==> src/sv/npat_pkg.sv <==
// ----------------------------------------------------------------------------
// npat_pkg
// shared types, widths and constants of the node presence aging table
// ----------------------------------------------------------------------------
package npat_pkg;

  localparam int unsigned ID_W     = 8;
  localparam int unsigned CODE_W   = 8;
  localparam int unsigned TIME_W   = 32;
  localparam int unsigned POWER_W  = 11;
  localparam int unsigned TICK_W   = 29;
  localparam int unsigned COUNT_W  = 7;

  localparam logic [TIME_W-1:0] EXPIRY_RESET = TIME_W'(45000);

  // power = 3 * code - 93, wrapped to the power width
  localparam int unsigned POWER_STEP   = 3;
  localparam int unsigned POWER_OFFSET = 93;

  // age / 10 as (age * ceil(2^35 / 10)) >> 35, exact for every 32-bit age
  localparam logic [TIME_W-1:0] TICK_RECIP = 32'hCCCC_CCCD;
  localparam int unsigned       TICK_SHIFT = 35;

  localparam logic MODE_REPORT = 1'b0;
  localparam logic MODE_SWEEP  = 1'b1;

  typedef struct packed {
    logic [ID_W-1:0]    id;
    logic [TIME_W-1:0]  stamp;
    logic [POWER_W-1:0] power;
  } entry_t;

  function automatic logic [POWER_W-1:0] power_of(input logic [CODE_W-1:0] code);
    logic [POWER_W-1:0] scaled;
    scaled = POWER_W'(code) * POWER_W'(POWER_STEP);
    return scaled - POWER_W'(POWER_OFFSET);
  endfunction

endpackage

==> src/sv/npat_if.sv <==
// ----------------------------------------------------------------------------
// npat_if
// valid/ready channels for report and sweep items and for listed entries
// ----------------------------------------------------------------------------
interface npat_in_if
  import npat_pkg::*;
();
  logic              valid;
  logic              ready;
  logic              mode;
  logic [ID_W-1:0]   node_id;
  logic [CODE_W-1:0] rssi_code;
  logic [TIME_W-1:0] now_ms;
  logic              link_up;

  modport source (output valid, output mode, output node_id, output rssi_code,
                  output now_ms, output link_up, input ready);
  modport sink   (input valid, input mode, input node_id, input rssi_code,
                  input now_ms, input link_up, output ready);
endinterface

interface npat_out_if
  import npat_pkg::*;
();
  logic                      valid;
  logic                      ready;
  logic                      valid_res;
  logic [ID_W-1:0]           out_node_id;
  logic [TICK_W-1:0]         age_ticks;
  logic signed [POWER_W-1:0] power_db;
  logic [COUNT_W-1:0]        live_count;
  logic                      link_state;
  logic                      last;

  modport source (output valid, output valid_res, output out_node_id,
                  output age_ticks, output power_db, output live_count,
                  output link_state, output last, input ready);
  modport sink   (input valid, input valid_res, input out_node_id,
                  input age_ticks, input power_db, input live_count,
                  input link_state, input last, output ready);
endinterface

==> src/sv/node_presence_aging_table_top.sv <==
// ----------------------------------------------------------------------------
// node_presence_aging_table_top
// table of heard nodes in arrival order with refresh, aging sweep and listing
// ----------------------------------------------------------------------------
//  channel   dir  handshake      payload
//  in_i      in   valid/ready    mode, node_id, rssi_code, now_ms, link_up
//  out_o     out  valid/ready    valid_res, out_node_id, age_ticks, power_db,
//                                live_count, link_state, last
//  cfg       in   cfg_we_i       cfg_wdata_i -> expiry_ms
//
//  a report reads the table one entry per cycle through the single read port
//  a sweep compacts the table, then lists each entry in the steps ram read,
//  age, multiply and load through the shared age unit; an empty sweep gives
//  its one result after compaction
//  after reset the table is empty; no clearing pass
//  in_i is ready only when idle; a waiting result holds the listing back
// ----------------------------------------------------------------------------
module node_presence_aging_table_top
  import npat_pkg::*;
#(
  parameter int unsigned TABLE_DEPTH = 64
) (
  input  logic              clk_i,
  input  logic              rst_ni,
  npat_in_if.sink           in_i,
  npat_out_if.source        out_o,
  input  logic              cfg_we_i,
  input  logic [TIME_W-1:0] cfg_wdata_i
);

  localparam int unsigned AW = (TABLE_DEPTH > 1) ? $clog2(TABLE_DEPTH) : 1;
  localparam int unsigned CW = $clog2(TABLE_DEPTH + 1);

  typedef enum logic [2:0] {
    S_IDLE,
    S_SCAN,
    S_COMPACT,
    S_EMPTY,
    S_LRD,
    S_LAGE,
    S_LMUL,
    S_LOUT
  } state_e;

  state_e             state_q;
  logic [TIME_W-1:0]  expiry_q;
  logic [CW-1:0]      count_q;
  logic [CW-1:0]      rd_idx_q;
  logic [CW-1:0]      wr_idx_q;
  logic [AW-1:0]      ev_idx_q;
  logic               ev_vld_q;
  logic [ID_W-1:0]    id_q;
  logic [TIME_W-1:0]  now_q;
  logic [POWER_W-1:0] pow_q;
  logic               link_q;
  logic [ID_W-1:0]    lst_id_q;
  logic [POWER_W-1:0] lst_pow_q;

  logic                      out_vld_q;
  logic                      out_res_q;
  logic [ID_W-1:0]           out_id_q;
  logic [TICK_W-1:0]         out_ticks_q;
  logic signed [POWER_W-1:0] out_pow_q;
  logic [COUNT_W-1:0]        out_live_q;
  logic                      out_link_q;
  logic                      out_last_q;

  logic          ram_we;
  logic [AW-1:0] ram_waddr;
  entry_t        ram_wdata;
  logic          ram_re;
  logic [AW-1:0] ram_raddr;
  entry_t        ram_rdata;

  logic              alive;
  logic [TICK_W-1:0] ticks;
  logic              match;
  logic              more;
  logic              room;
  logic [CW-1:0]     rd_next;

  assign match   = ev_vld_q && (ram_rdata.id == id_q);
  assign more    = rd_idx_q < count_q;
  assign room    = count_q < CW'(TABLE_DEPTH);
  assign rd_next = rd_idx_q + CW'(1);

  always_comb begin
    ram_we    = 1'b0;
    ram_waddr = ev_idx_q;
    ram_wdata = '{id: id_q, stamp: now_q, power: pow_q};
    ram_re    = 1'b0;
    ram_raddr = rd_idx_q[AW-1:0];
    case (state_q)
      S_SCAN: begin
        if (match) begin
          ram_we = 1'b1;
        end else if (more) begin
          ram_re = 1'b1;
        end else if (!ev_vld_q && room) begin
          // new node goes to the end of the table
          ram_we    = 1'b1;
          ram_waddr = count_q[AW-1:0];
        end
      end
      S_COMPACT: begin
        // write slot never passes the read slot, so order is kept
        ram_we    = ev_vld_q && alive;
        ram_waddr = wr_idx_q[AW-1:0];
        ram_wdata = ram_rdata;
        ram_re    = more;
      end
      S_LRD: begin
        ram_re = 1'b1;
      end
      default: begin
      end
    endcase
  end

  npat_entry_ram #(
    .DEPTH (TABLE_DEPTH),
    .AW    (AW)
  ) u_ram (
    .clk_i   (clk_i),
    .we_i    (ram_we),
    .waddr_i (ram_waddr),
    .wdata_i (ram_wdata),
    .re_i    (ram_re),
    .raddr_i (ram_raddr),
    .rdata_o (ram_rdata)
  );

  npat_age_unit u_age (
    .clk_i    (clk_i),
    .now_i    (now_q),
    .stamp_i  (ram_rdata.stamp),
    .expiry_i (expiry_q),
    .age_en_i (state_q == S_LAGE),
    .mul_en_i (state_q == S_LMUL),
    .alive_o  (alive),
    .ticks_o  (ticks)
  );

  always_ff @(posedge clk_i or negedge rst_ni) begin
    if (!rst_ni) begin
      expiry_q  <= EXPIRY_RESET;
      state_q   <= S_IDLE;
      count_q   <= '0;
      rd_idx_q  <= '0;
      wr_idx_q  <= '0;
      ev_idx_q  <= '0;
      ev_vld_q  <= 1'b0;
      out_vld_q <= 1'b0;
    end else begin
      if (cfg_we_i) begin
        expiry_q <= cfg_wdata_i;
      end
      if (out_vld_q && out_o.ready) begin
        out_vld_q <= 1'b0;
      end
      case (state_q)
        S_IDLE: begin
          if (in_i.valid) begin
            id_q     <= in_i.node_id;
            now_q    <= in_i.now_ms;
            pow_q    <= power_of(in_i.rssi_code);
            link_q   <= in_i.link_up;
            rd_idx_q <= '0;
            wr_idx_q <= '0;
            ev_vld_q <= 1'b0;
            state_q  <= (in_i.mode == MODE_SWEEP) ? S_COMPACT : S_SCAN;
          end
        end
        S_SCAN: begin
          if (match) begin
            state_q <= S_IDLE;
          end else if (more) begin
            rd_idx_q <= rd_next;
            ev_idx_q <= rd_idx_q[AW-1:0];
            ev_vld_q <= 1'b1;
          end else if (ev_vld_q) begin
            ev_vld_q <= 1'b0;
          end else begin
            if (room) begin
              count_q <= count_q + CW'(1);
            end
            state_q <= S_IDLE;
          end
        end
        S_COMPACT: begin
          if (ev_vld_q && alive) begin
            wr_idx_q <= wr_idx_q + CW'(1);
          end
          if (more) begin
            rd_idx_q <= rd_next;
            ev_idx_q <= rd_idx_q[AW-1:0];
            ev_vld_q <= 1'b1;
          end else begin
            ev_vld_q <= 1'b0;
          end
          if (!ev_vld_q && !more) begin
            count_q  <= wr_idx_q;
            rd_idx_q <= '0;
            state_q  <= (wr_idx_q == '0) ? S_EMPTY : S_LRD;
          end
        end
        S_EMPTY: begin
          if (!out_vld_q) begin
            out_vld_q   <= 1'b1;
            out_res_q   <= 1'b0;
            out_id_q    <= '0;
            out_ticks_q <= '0;
            out_pow_q   <= '0;
            out_live_q  <= '0;
            out_link_q  <= link_q;
            out_last_q  <= 1'b1;
            state_q     <= S_IDLE;
          end
        end
        S_LRD: begin
          state_q <= S_LAGE;
        end
        S_LAGE: begin
          lst_id_q  <= ram_rdata.id;
          lst_pow_q <= ram_rdata.power;
          state_q   <= S_LMUL;
        end
        S_LMUL: begin
          state_q <= S_LOUT;
        end
        S_LOUT: begin
          if (!out_vld_q) begin
            out_vld_q   <= 1'b1;
            out_res_q   <= 1'b1;
            out_id_q    <= lst_id_q;
            out_ticks_q <= ticks;
            out_pow_q   <= $signed(lst_pow_q);
            out_live_q  <= COUNT_W'(count_q);
            out_link_q  <= link_q;
            out_last_q  <= (rd_next == count_q);
            rd_idx_q    <= rd_next;
            state_q     <= (rd_next == count_q) ? S_IDLE : S_LRD;
          end
        end
        default: begin
          state_q <= S_IDLE;
        end
      endcase
    end
  end

  assign in_i.ready        = (state_q == S_IDLE);
  assign out_o.valid       = out_vld_q;
  assign out_o.valid_res   = out_res_q;
  assign out_o.out_node_id = out_id_q;
  assign out_o.age_ticks   = out_ticks_q;
  assign out_o.power_db    = out_pow_q;
  assign out_o.live_count  = out_live_q;
  assign out_o.link_state  = out_link_q;
  assign out_o.last        = out_last_q;

endmodule

==> src/sv/npat_entry_ram.sv <==
// ----------------------------------------------------------------------------
// npat_entry_ram
// entry store: one write port, one read port with registered read data
// ----------------------------------------------------------------------------
module npat_entry_ram
  import npat_pkg::*;
#(
  parameter int unsigned DEPTH = 64,
  parameter int unsigned AW    = 6
) (
  input  logic          clk_i,
  input  logic          we_i,
  input  logic [AW-1:0] waddr_i,
  input  entry_t        wdata_i,
  input  logic          re_i,
  input  logic [AW-1:0] raddr_i,
  output entry_t        rdata_o
);

  entry_t mem [DEPTH];
  entry_t rdata_q;

  always_ff @(posedge clk_i) begin
    if (we_i) begin
      mem[waddr_i] <= wdata_i;
    end
  end

  always_ff @(posedge clk_i) begin
    if (re_i) begin
      rdata_q <= mem[raddr_i];
    end
  end

  assign rdata_o = rdata_q;

endmodule

==> src/sv/npat_age_unit.sv <==
// ----------------------------------------------------------------------------
// npat_age_unit
// shared age arithmetic: wrapped age, expiry compare and tick conversion
// ----------------------------------------------------------------------------
module npat_age_unit
  import npat_pkg::*;
(
  input  logic              clk_i,
  input  logic [TIME_W-1:0] now_i,
  input  logic [TIME_W-1:0] stamp_i,
  input  logic [TIME_W-1:0] expiry_i,
  input  logic              age_en_i,
  input  logic              mul_en_i,
  output logic              alive_o,
  output logic [TICK_W-1:0] ticks_o
);

  logic [TIME_W-1:0]   age;
  logic [TIME_W-1:0]   age_q;
  logic [2*TIME_W-1:0] prod_q;

  assign age     = now_i - stamp_i;
  assign alive_o = age < expiry_i;

  always_ff @(posedge clk_i) begin
    if (age_en_i) begin
      age_q <= age;
    end
    if (mul_en_i) begin
      prod_q <= age_q * TICK_RECIP;
    end
  end

  assign ticks_o = prod_q[TICK_SHIFT +: TICK_W];

endmodule
==> src/flat_wrapper.sv <==
// flat-port wrapper written by rule: the top's interface ports become plain ports
module node_presence_aging_table_top_flat import npat_pkg::*;
#(
  parameter int unsigned TABLE_DEPTH = 64
)
  (clk_i, rst_ni, cfg_we_i, cfg_wdata_i, in_i_valid, in_i_mode, in_i_node_id, in_i_rssi_code, in_i_now_ms, in_i_link_up, in_i_ready, out_o_valid, out_o_valid_res, out_o_out_node_id, out_o_age_ticks, out_o_power_db, out_o_live_count, out_o_link_state, out_o_last, out_o_ready);
  npat_in_if in_i_i ();
  npat_out_if out_o_i ();
  input  logic clk_i;
  input  logic rst_ni;
  input  logic cfg_we_i;
  input  logic [TIME_W-1:0] cfg_wdata_i;
  input wire logic [$bits(in_i_i.valid)-1:0] in_i_valid;
  input wire logic [$bits(in_i_i.mode)-1:0] in_i_mode;
  input wire logic [$bits(in_i_i.node_id)-1:0] in_i_node_id;
  input wire logic [$bits(in_i_i.rssi_code)-1:0] in_i_rssi_code;
  input wire logic [$bits(in_i_i.now_ms)-1:0] in_i_now_ms;
  input wire logic [$bits(in_i_i.link_up)-1:0] in_i_link_up;
  output wire logic [$bits(in_i_i.ready)-1:0] in_i_ready;
  output wire logic [$bits(out_o_i.valid)-1:0] out_o_valid;
  output wire logic [$bits(out_o_i.valid_res)-1:0] out_o_valid_res;
  output wire logic [$bits(out_o_i.out_node_id)-1:0] out_o_out_node_id;
  output wire logic [$bits(out_o_i.age_ticks)-1:0] out_o_age_ticks;
  output wire logic [$bits(out_o_i.power_db)-1:0] out_o_power_db;
  output wire logic [$bits(out_o_i.live_count)-1:0] out_o_live_count;
  output wire logic [$bits(out_o_i.link_state)-1:0] out_o_link_state;
  output wire logic [$bits(out_o_i.last)-1:0] out_o_last;
  input wire logic [$bits(out_o_i.ready)-1:0] out_o_ready;
  assign in_i_i.valid = in_i_valid;
  assign in_i_i.mode = in_i_mode;
  assign in_i_i.node_id = in_i_node_id;
  assign in_i_i.rssi_code = in_i_rssi_code;
  assign in_i_i.now_ms = in_i_now_ms;
  assign in_i_i.link_up = in_i_link_up;
  assign in_i_ready = in_i_i.ready;
  assign out_o_valid = out_o_i.valid;
  assign out_o_valid_res = out_o_i.valid_res;
  assign out_o_out_node_id = out_o_i.out_node_id;
  assign out_o_age_ticks = out_o_i.age_ticks;
  assign out_o_power_db = out_o_i.power_db;
  assign out_o_live_count = out_o_i.live_count;
  assign out_o_link_state = out_o_i.link_state;
  assign out_o_last = out_o_i.last;
  assign out_o_i.ready = out_o_ready;
  node_presence_aging_table_top #(.TABLE_DEPTH(TABLE_DEPTH)) u_core (.clk_i(clk_i), .rst_ni(rst_ni), .in_i(in_i_i), .out_o(out_o_i), .cfg_we_i(cfg_we_i), .cfg_wdata_i(cfg_wdata_i));
endmodule
==> config.mk <==
export PLATFORM = sky130hd
export DESIGN_NAME = node_presence_aging_table_top_flat
export DESIGN_NICKNAME = d
export VERILOG_FILES = /design/src/sv/npat_pkg.sv /design/src/sv/npat_if.sv /design/src/sv/node_presence_aging_table_top.sv /design/src/sv/npat_entry_ram.sv /design/src/sv/npat_age_unit.sv /design/src/flat_wrapper.sv
export SDC_FILE = /design/constraint.sdc
export NUM_CORES = 2
export LEC_CHECK = 0
export BUFFER_PORTS_ARGS = -buffer_cell sky130_fd_sc_hd__buf_4
export CORE_ASPECT_RATIO = 1.75
export CORE_UTILIZATION = 41
export DETAILED_ROUTE_END_ITERATION = 10
export PLACE_DENSITY = 0.66
export SLEW_MARGIN = 15
export SYNTH_ARGS = -nofsm -noshare
export SYNTH_HDL_FRONTEND = slang
export SYNTH_HIERARCHICAL = 1
export SYNTH_SLANG_ARGS = --single-unit
==> constraint.sdc <==
create_clock -name clk_i -period 13 [get_ports clk_i]
set_clock_uncertainty 0.05 [all_clocks]
set_input_delay 2.6 -clock clk_i [delete_from_list [all_inputs] [get_ports clk_i]]
set_output_delay 2.6 -clock clk_i [all_outputs]
set_load 0.1 [all_outputs]
Yosys cells after proc, flatten, opt, wreduce, memory -nomap -nowiden
Memories as Yosys holds them, arrays and structs flattened. A register that Yosys moved wholly into a read port is not among the register bits.
Cells that the tools add are included.
{"block": "totals", "n_memories": 1, "out_inout_bits": 60, "register_bits": 289, "mem_bits_rw": 3264}
{"block": "op_classes", "n_addsub": 5, "n_eq_ne": 20, "reduce_logical": 25, "mul": 2, "bitwise_logic": 1, "mux": 65, "order_cmp": 3}
{"name": "u_core.u_ram.mem", "depth": 64, "width": 51, "rd": 1, "rd_ports_with_merged_regs": 1, "wr": 1, "line": "npat_entry_ram.sv:20", "source": "entry_t mem [DEPTH];"}
{"cell": "$mux W7", "n": 13}
{"cell": "$mul A32 B32 Y64 const B", "n": 1}
{"cell": "$mux W29", "n": 2}
{"cell": "$pmux W29 S2", "n": 1}
{"cell": "$mux W51", "n": 1}
{"cell": "$pmux W7 S2", "n": 3}
{"cell": "$lt A32 B32 Y1", "n": 1}
{"cell": "$sub A32 B32 Y32", "n": 1}
{"cell": "$mux W6", "n": 5}
{"cell": "$pmux W7 S4", "n": 1}
{"cell": "$mux W3", "n": 9}
{"cell": "$pmux W3 S8", "n": 1}
{"cell": "$pmux W6 S2", "n": 2}
{"cell": "$mux W11", "n": 2}
{"cell": "$pmux W11 S2", "n": 1}
{"cell": "$add A7 B1 Y7 const B", "n": 3}
{"cell": "$mux W8", "n": 2}
{"cell": "$pmux W8 S2", "n": 1}
{"cell": "$mux W1", "n": 15}
{"cell": "$eq A3 B3 Y1 const B", "n": 4}
{"cell": "$ne A2 B2 Y1 const B", "n": 6}
{"cell": "$reduce_and A3 Y1", "n": 4}
{"cell": "$reduce_and A6 Y1", "n": 2}
{"cell": "$sub A10 B7 Y11 const B", "n": 1}
{"cell": "other kinds (24)", "n": 39}

Logic depth before layout (Yosys ltp)
{"block": "logic_depth", "depth_word": 8, "mapped_depth": 33, "depth_no_buf": 32}

Cells and area by module
Netlist, hierarchy kept.
{"module": "npat_entry_ram", "area_per_inst_um2": 125070.0, "cells_each": 5336, "n_inst": 1}
{"module": "npat_age_unit", "area_per_inst_um2": 20028.0, "cells_each": 1929, "n_inst": 1}
{"module": "node_presence_aging_table_top", "area_per_inst_um2": 9072.5, "cells_each": 786, "n_inst": 1}

Worst setup path before layout
OpenSTA, ideal clock, no wires.
{"block": "synth_timing", "kind": "reg2reg", "from": "register u_core.now_q[1]", "to": "memory u_core/u_ram/mem[34][0] (netlist bit), enable pin", "arrival_time_ns": 8.512, "stages_incl_launch_ff": 32, "path_slack_ns": 3.916, "n_path_buf": 1, "synth_period_minus_slack_ns": 9.084, "required_time_ns": 12.428, "cell_sequence": "edfxtp_1 -> ha_1 -> nor2b_1 -> o21ai_0 -> a21boi_1 -> o41a_1 -> o41ai_4 -> o21a_1 -> o31ai_1 -> a211o_1 -> a21o_1 -> a21oi_1 -> xnor2_1 -> ha_1 -> a21oi_1 -> nor2b_1 -> o21ai_0 -> nand2b_1 -> a21oi_1 -> nor2b_1 -> o21ai_0 -> nand2b_1 -> a21oi_1 -> o31ai_1 -> a31oi_1 -> nand3_1 -> nand3_1 -> clkbuf_1 -> nand4bb_1 -> inv_1 -> nand2_1 -> nor3_1"}
{"block": "synth_via", "elab_chain_cells": 6}
{"item": "start: declaration", "line": "node_presence_aging_table_top.sv:53", "source": "logic [TIME_W-1:0] now_q;"}
{"item": "start signal: assignment", "line": "node_presence_aging_table_top.sv:165", "source": "now_q <= in_i.now_ms;"}
{"item": "$sub A32 B32 Y32", "line": "npat_age_unit.sv:22", "source": "assign age = now_i - stamp_i;"}
{"item": "net u_core.u_age.age[25]", "line": "npat_age_unit.sv:18", "source": "logic [TIME_W-1:0] age;"}
{"item": "$lt A32 B32 Y1", "line": "npat_age_unit.sv:23", "source": "assign alive_o = age < expiry_i;"}
{"item": "net u_core.alive", "line": "node_presence_aging_table_top.sv:75", "source": "logic alive;"}
{"item": "$logic_and A1 B1 Y1", "line": "node_presence_aging_table_top.sv:107", "source": "ram_we = ev_vld_q && alive;"}
{"item": "$pmux W1 S2", "line": "node_presence_aging_table_top.sv:93", "source": "case (state_q)"}
{"item": "net u_core.ram_we", "line": "node_presence_aging_table_top.sv:68", "source": "logic ram_we;"}
{"item": "$mux W1", "line": "npat_entry_ram.sv:24", "source": "if (we_i) begin"}
{"item": "$mux W1 (not written as such)", "line": "npat_entry_ram.sv:25", "source": "mem[waddr_i] <= wdata_i;"}
{"item": "end: declaration", "line": "npat_entry_ram.sv:20"}
The timed path passes the listed nets, and every way through them passes these cells.

Worst setup path after layout
{"block": "layout_timing", "from": "register u_core.u_age.age_q[19]", "to": "register u_core.u_age.prod_q[63], data pin"}
{"block": "layout_via", "elab_chain_cells": 1}
{"item": "start: declaration", "line": "npat_age_unit.sv:19", "source": "logic [TIME_W-1:0] age_q;"}
{"item": "start signal: assignment", "line": "npat_age_unit.sv:27", "source": "age_q <= age;"}
{"item": "$mul A32 B32 Y64", "line": "npat_age_unit.sv:30", "source": "prod_q <= age_q * TICK_RECIP;"}
{"item": "end signal: assignment", "line": "npat_age_unit.sv:30"}
{"item": "end: declaration", "line": "npat_age_unit.sv:20", "source": "logic [2*TIME_W-1:0] prod_q;"}
No other way between the ends.
A chain may end at the register's enable or synchronous reset.

==> reports/qor.yml <==
status: "complete, no violations"
cts_buffers: 305
drt_iter0_markers: 8892
htree_levels: 5
busiest_layer: "met2"
synth.most_common_cell: "edfxtp_1"
finalCritPeriodShare_pct: 70.4
rrSetupSlack_ns: 3.85
period_needed_ns: 9.15
worst-setup-path-type: "reg -> reg"
grt_first_pass_wirelength_um: 659000
finalNonFillerCells: 13700
drv_cap: 0
die_height_um: 813
power.leakage_nw: 57.5
min_to: "u_core/out_o.link_state"
final_nets: 9313
ir_worst_vdd_uv: 785
dp_cells: 13000
p_switching_mw: 18.3
synth_commonest_cells: "edfxtp_1, mux4_2, inv_1, ha_1, fa_1"
ctsResizeCount: 0
hp-start: "u_core/link_q"
power_frac_clock_pct: 19.6
timing.fmax_mhz: 109
netlist_instances: 8051
hold_buffers: 0
syn_to_final_growth_pct: 12.0
dp_hpwl_um: 313000
viasPerCell: 5.88
grt_use_total_pct: 25.2
finalMaxSlewViolations: 0
syn_area_per_cell_um2: 19.1
min_path_type: "reg -> reg"
port_buffers: 146
yosysTopAreaCell: "edfxtp_1"
synthFlopType: "edfxtp_1"
multiInputGateArea_um2: 44100
pwr-share-comb_pct: 46.8
reg2reg_depth: 24
vias: 80500
synth_cell_types: 94
seqPwrFrac_pct: 33.5
use_met1_pct: 25.7
crit_required_ns: 13.57
postRouteAntennaNets: 0
min_path_cells: 0
switching_share_pct: 39.3
ys_warn_count: 6
worst_r2r_endpoint: "u_core/u_age/prod_q[63]"
grtUsageMet3_pct: 4.81
cp.arrival_ns: 9.71
worstMarginPinSlew_ns: 1.35
rsz0062_at_grt: "no"
initial_core_util_pct: 41.2
ys_top_cells_by_area: "edfxtp_1, mux4_2, fa_1, ha_1, inv_1"
grt_overflow: 0
finalWirelength_um: 477000
clk_pin_slew_worst_paths_ns: 0.07
powerDensity_nw_per_um2: 270
post-cts-setup-buffers: 0
die_w_um: 466
cts_tree: "done"
clk_path_buf_depth: 4
fillCellCount: 31300
synthesis.area_um2: 154000
regArea_um2: 107000
worstSetupEndpointType: "register"
place_congestion: 1.01
reg2reg_from: "u_core/u_age/age_q[19]"
cp_max_fo: 6
tns_ns: 0
die_area_um2: 379000
synth_edf_count: 3505
ys_seq_elements: 3569
drtPass1Iterations: 5
finalHoldViolations: 0
yosysSeqAreaShare_pct: 69.3
ios: 147
antenna_found_initial: 81
post-route-drc-count: 0
core_area_um2: 374000
grt_start_max_net_pins: 114
post_route_cells_drive_above_1_share_pct: 22.1
insertion_delay_ns: 0.93
synthesis.nets: 8960
cts-root-buf: "clkbuf_16"
synthDominantCellAreaShare_pct: 68.3
grt_pass1_vias: 83200
intPower_mw: 28.3
finalSetupViolCount: 0
avgRoutedWirePerCell_um: 34.8
std_cell_rows: 297
final_core_util_pct: 46.2
ys_async_sr_fraction_pct: 1.79
slew_headroom_pct: 9.80
worst_setup_path_start_kind: "register"
grtUsageMet2_pct: 44.4
cts_sinks: 3569
## worst max-delay path: stages (launching register included)
cell,delay (ns)
edfxtp_1,0.99
ha_1,0.63
inv_1,0.19
fa_1,0.53
inv_1,0.05
fa_1,0.50
inv_1,0.05
fa_1,0.50
inv_1,0.06
fa_1,0.59
fa_1,0.46
fa_1,0.52
fa_1,0.45
ha_1,0.32
nand3_1,0.14
nor2_1,0.31
nand4_1,0.18
o41ai_2,0.61
a211oi_2,0.19
o31ai_2,0.55
a31o_2,0.30
a21oi_4,0.09
o21ai_4,0.24
a41oi_2,0.15
xnor2_1,0.15
## area by class of cell
cell class                      instances  share of cell area [%]
Sequential cell                      3569                    61.9
Multi-Input combinational cell       3493                    25.5
Clock buffer                          371                    4.69
Tap cell                             4933                    3.58
Timing Repair Buffer                  397                    1.79
Inverter                              638                    1.39
Clock inverter                        172                   0.923
Antenna cell                          126                   0.183
## power by group through the flow
stage	registers [mW]	clock network, mW	logic [mW]
6_report	15.6	9.15	21.8
2_1_floorplan	15.9	0	13.7
3_3_place_gp	15.9	0	21.2
5_1_grt	15.7	9.62	23.7
4_1_cts	15.6	9.25	21.8
3_5_place_dp	15.9	0	21.6
## worst max path at each step
stage / end / cells past startpoint / startpoint
finish: u_core/u_age/prod_q[63] / 24 / u_core/u_age/age_q[19]
CTS: u_core/u_age/prod_q[63] / 23 / u_core/u_age/age_q[3]
detailed placement: u_core/u_age/prod_q[63] / 23 / u_core/u_age/age_q[3]
global placement: u_core/u_ram/mem[55][11] / 31 / u_core/now_q[0]
global route: u_core/u_age/prod_q[51] / 24 / u_core/u_age/age_q[19]
floorplan: u_core/u_ram/mem[34][0] / 31 / u_core/now_q[1]
## per-layer routing
layer,part of all wire [%],routed length (um)
met5,0.049,236
met4,10,47600
met3,7.2,34200
met2,52,248000
met1,31,147000
## registers in the layout (all words and copies together) (netlist names), 3 cells and up
register and count:
u_core/lst_id_q 8, u_core/u_age/prod_q 29, u_core/out_o.age_ticks 29, u_core/expiry_q 32, u_core/u_age/age_q 32, u_core/count_q 7, u_core/out_o.out_node_id 8, u_core/rd_idx_q 7
u_core/u_ram/rdata_o 51, u_core/pow_q 11, u_core/now_q 32, u_core/ev_idx_q 6, u_core/out_o.live_count 7, u_core/lst_pow_q 11, u_core/u_ram/mem 3264, u_core/wr_idx_q 7
u_core/out_o.power_db 11, u_core/id_q 8, u_core/state_q 3
## placed cells by master (no fill, tap or decap), drive strengths merged, types with 24 or more instances in the layout
cell	synthesis	layout
mux2	85	85
o22a	31	31
a22o	27	27
o21ai	78	78
nor2	165	165
xnor2	79	79
nor3	24	24
o22ai	176	176
clkbuf	142	371
a21oi	170	170
nand2	288	288
a22oi	40	40
a221oi	31	31
dfrtp	55	55
nand3	49	49
nor2b	35	35
nor4	40	40
a21o	40	40
clkinv	1	112
buf	209	397
inv	637	654
xor2	56	56
bufinv	0	25
fa	388	388
mux2i	112	112
nand2b	25	25
ha	434	434
mux4	778	778
diode	0	126
edfxtp	3505	3505
o221ai	66	66
and2	77	77
## cell families after synthesis
group	synth area share [%]
DFF	69.3
buffers and inverters	2.71
muxes	12.7
adders and majority gates	8.56
AOI/OAI and AO/OA	3.49
and+or+nand+nor	2.44
xor gates and xnor gates	0.767
## stage by stage
| stage | worst slack [ns] | instance area [um2] | hold WS, ns | power, mW |
|---|---|---|---|---|
| 2_1_floorplan | 3.92 | 154000 | 0.350 | 29.6 |
| 3_3_place_gp | 3.88 | 163000 | 0.358 | 37.1 |
| 3_5_place_dp | 4.05 | 163000 | 0.365 | 37.5 |
| 4_1_cts | 3.96 | 172000 | 0.380 | 46.7 |
| 5_1_grt | 3.59 | 173000 | 0.404 | 48.9 |
| 6_report | 3.85 | 173000 | 0.379 | 46.6 |
Power figures use the tool's default switching activity.
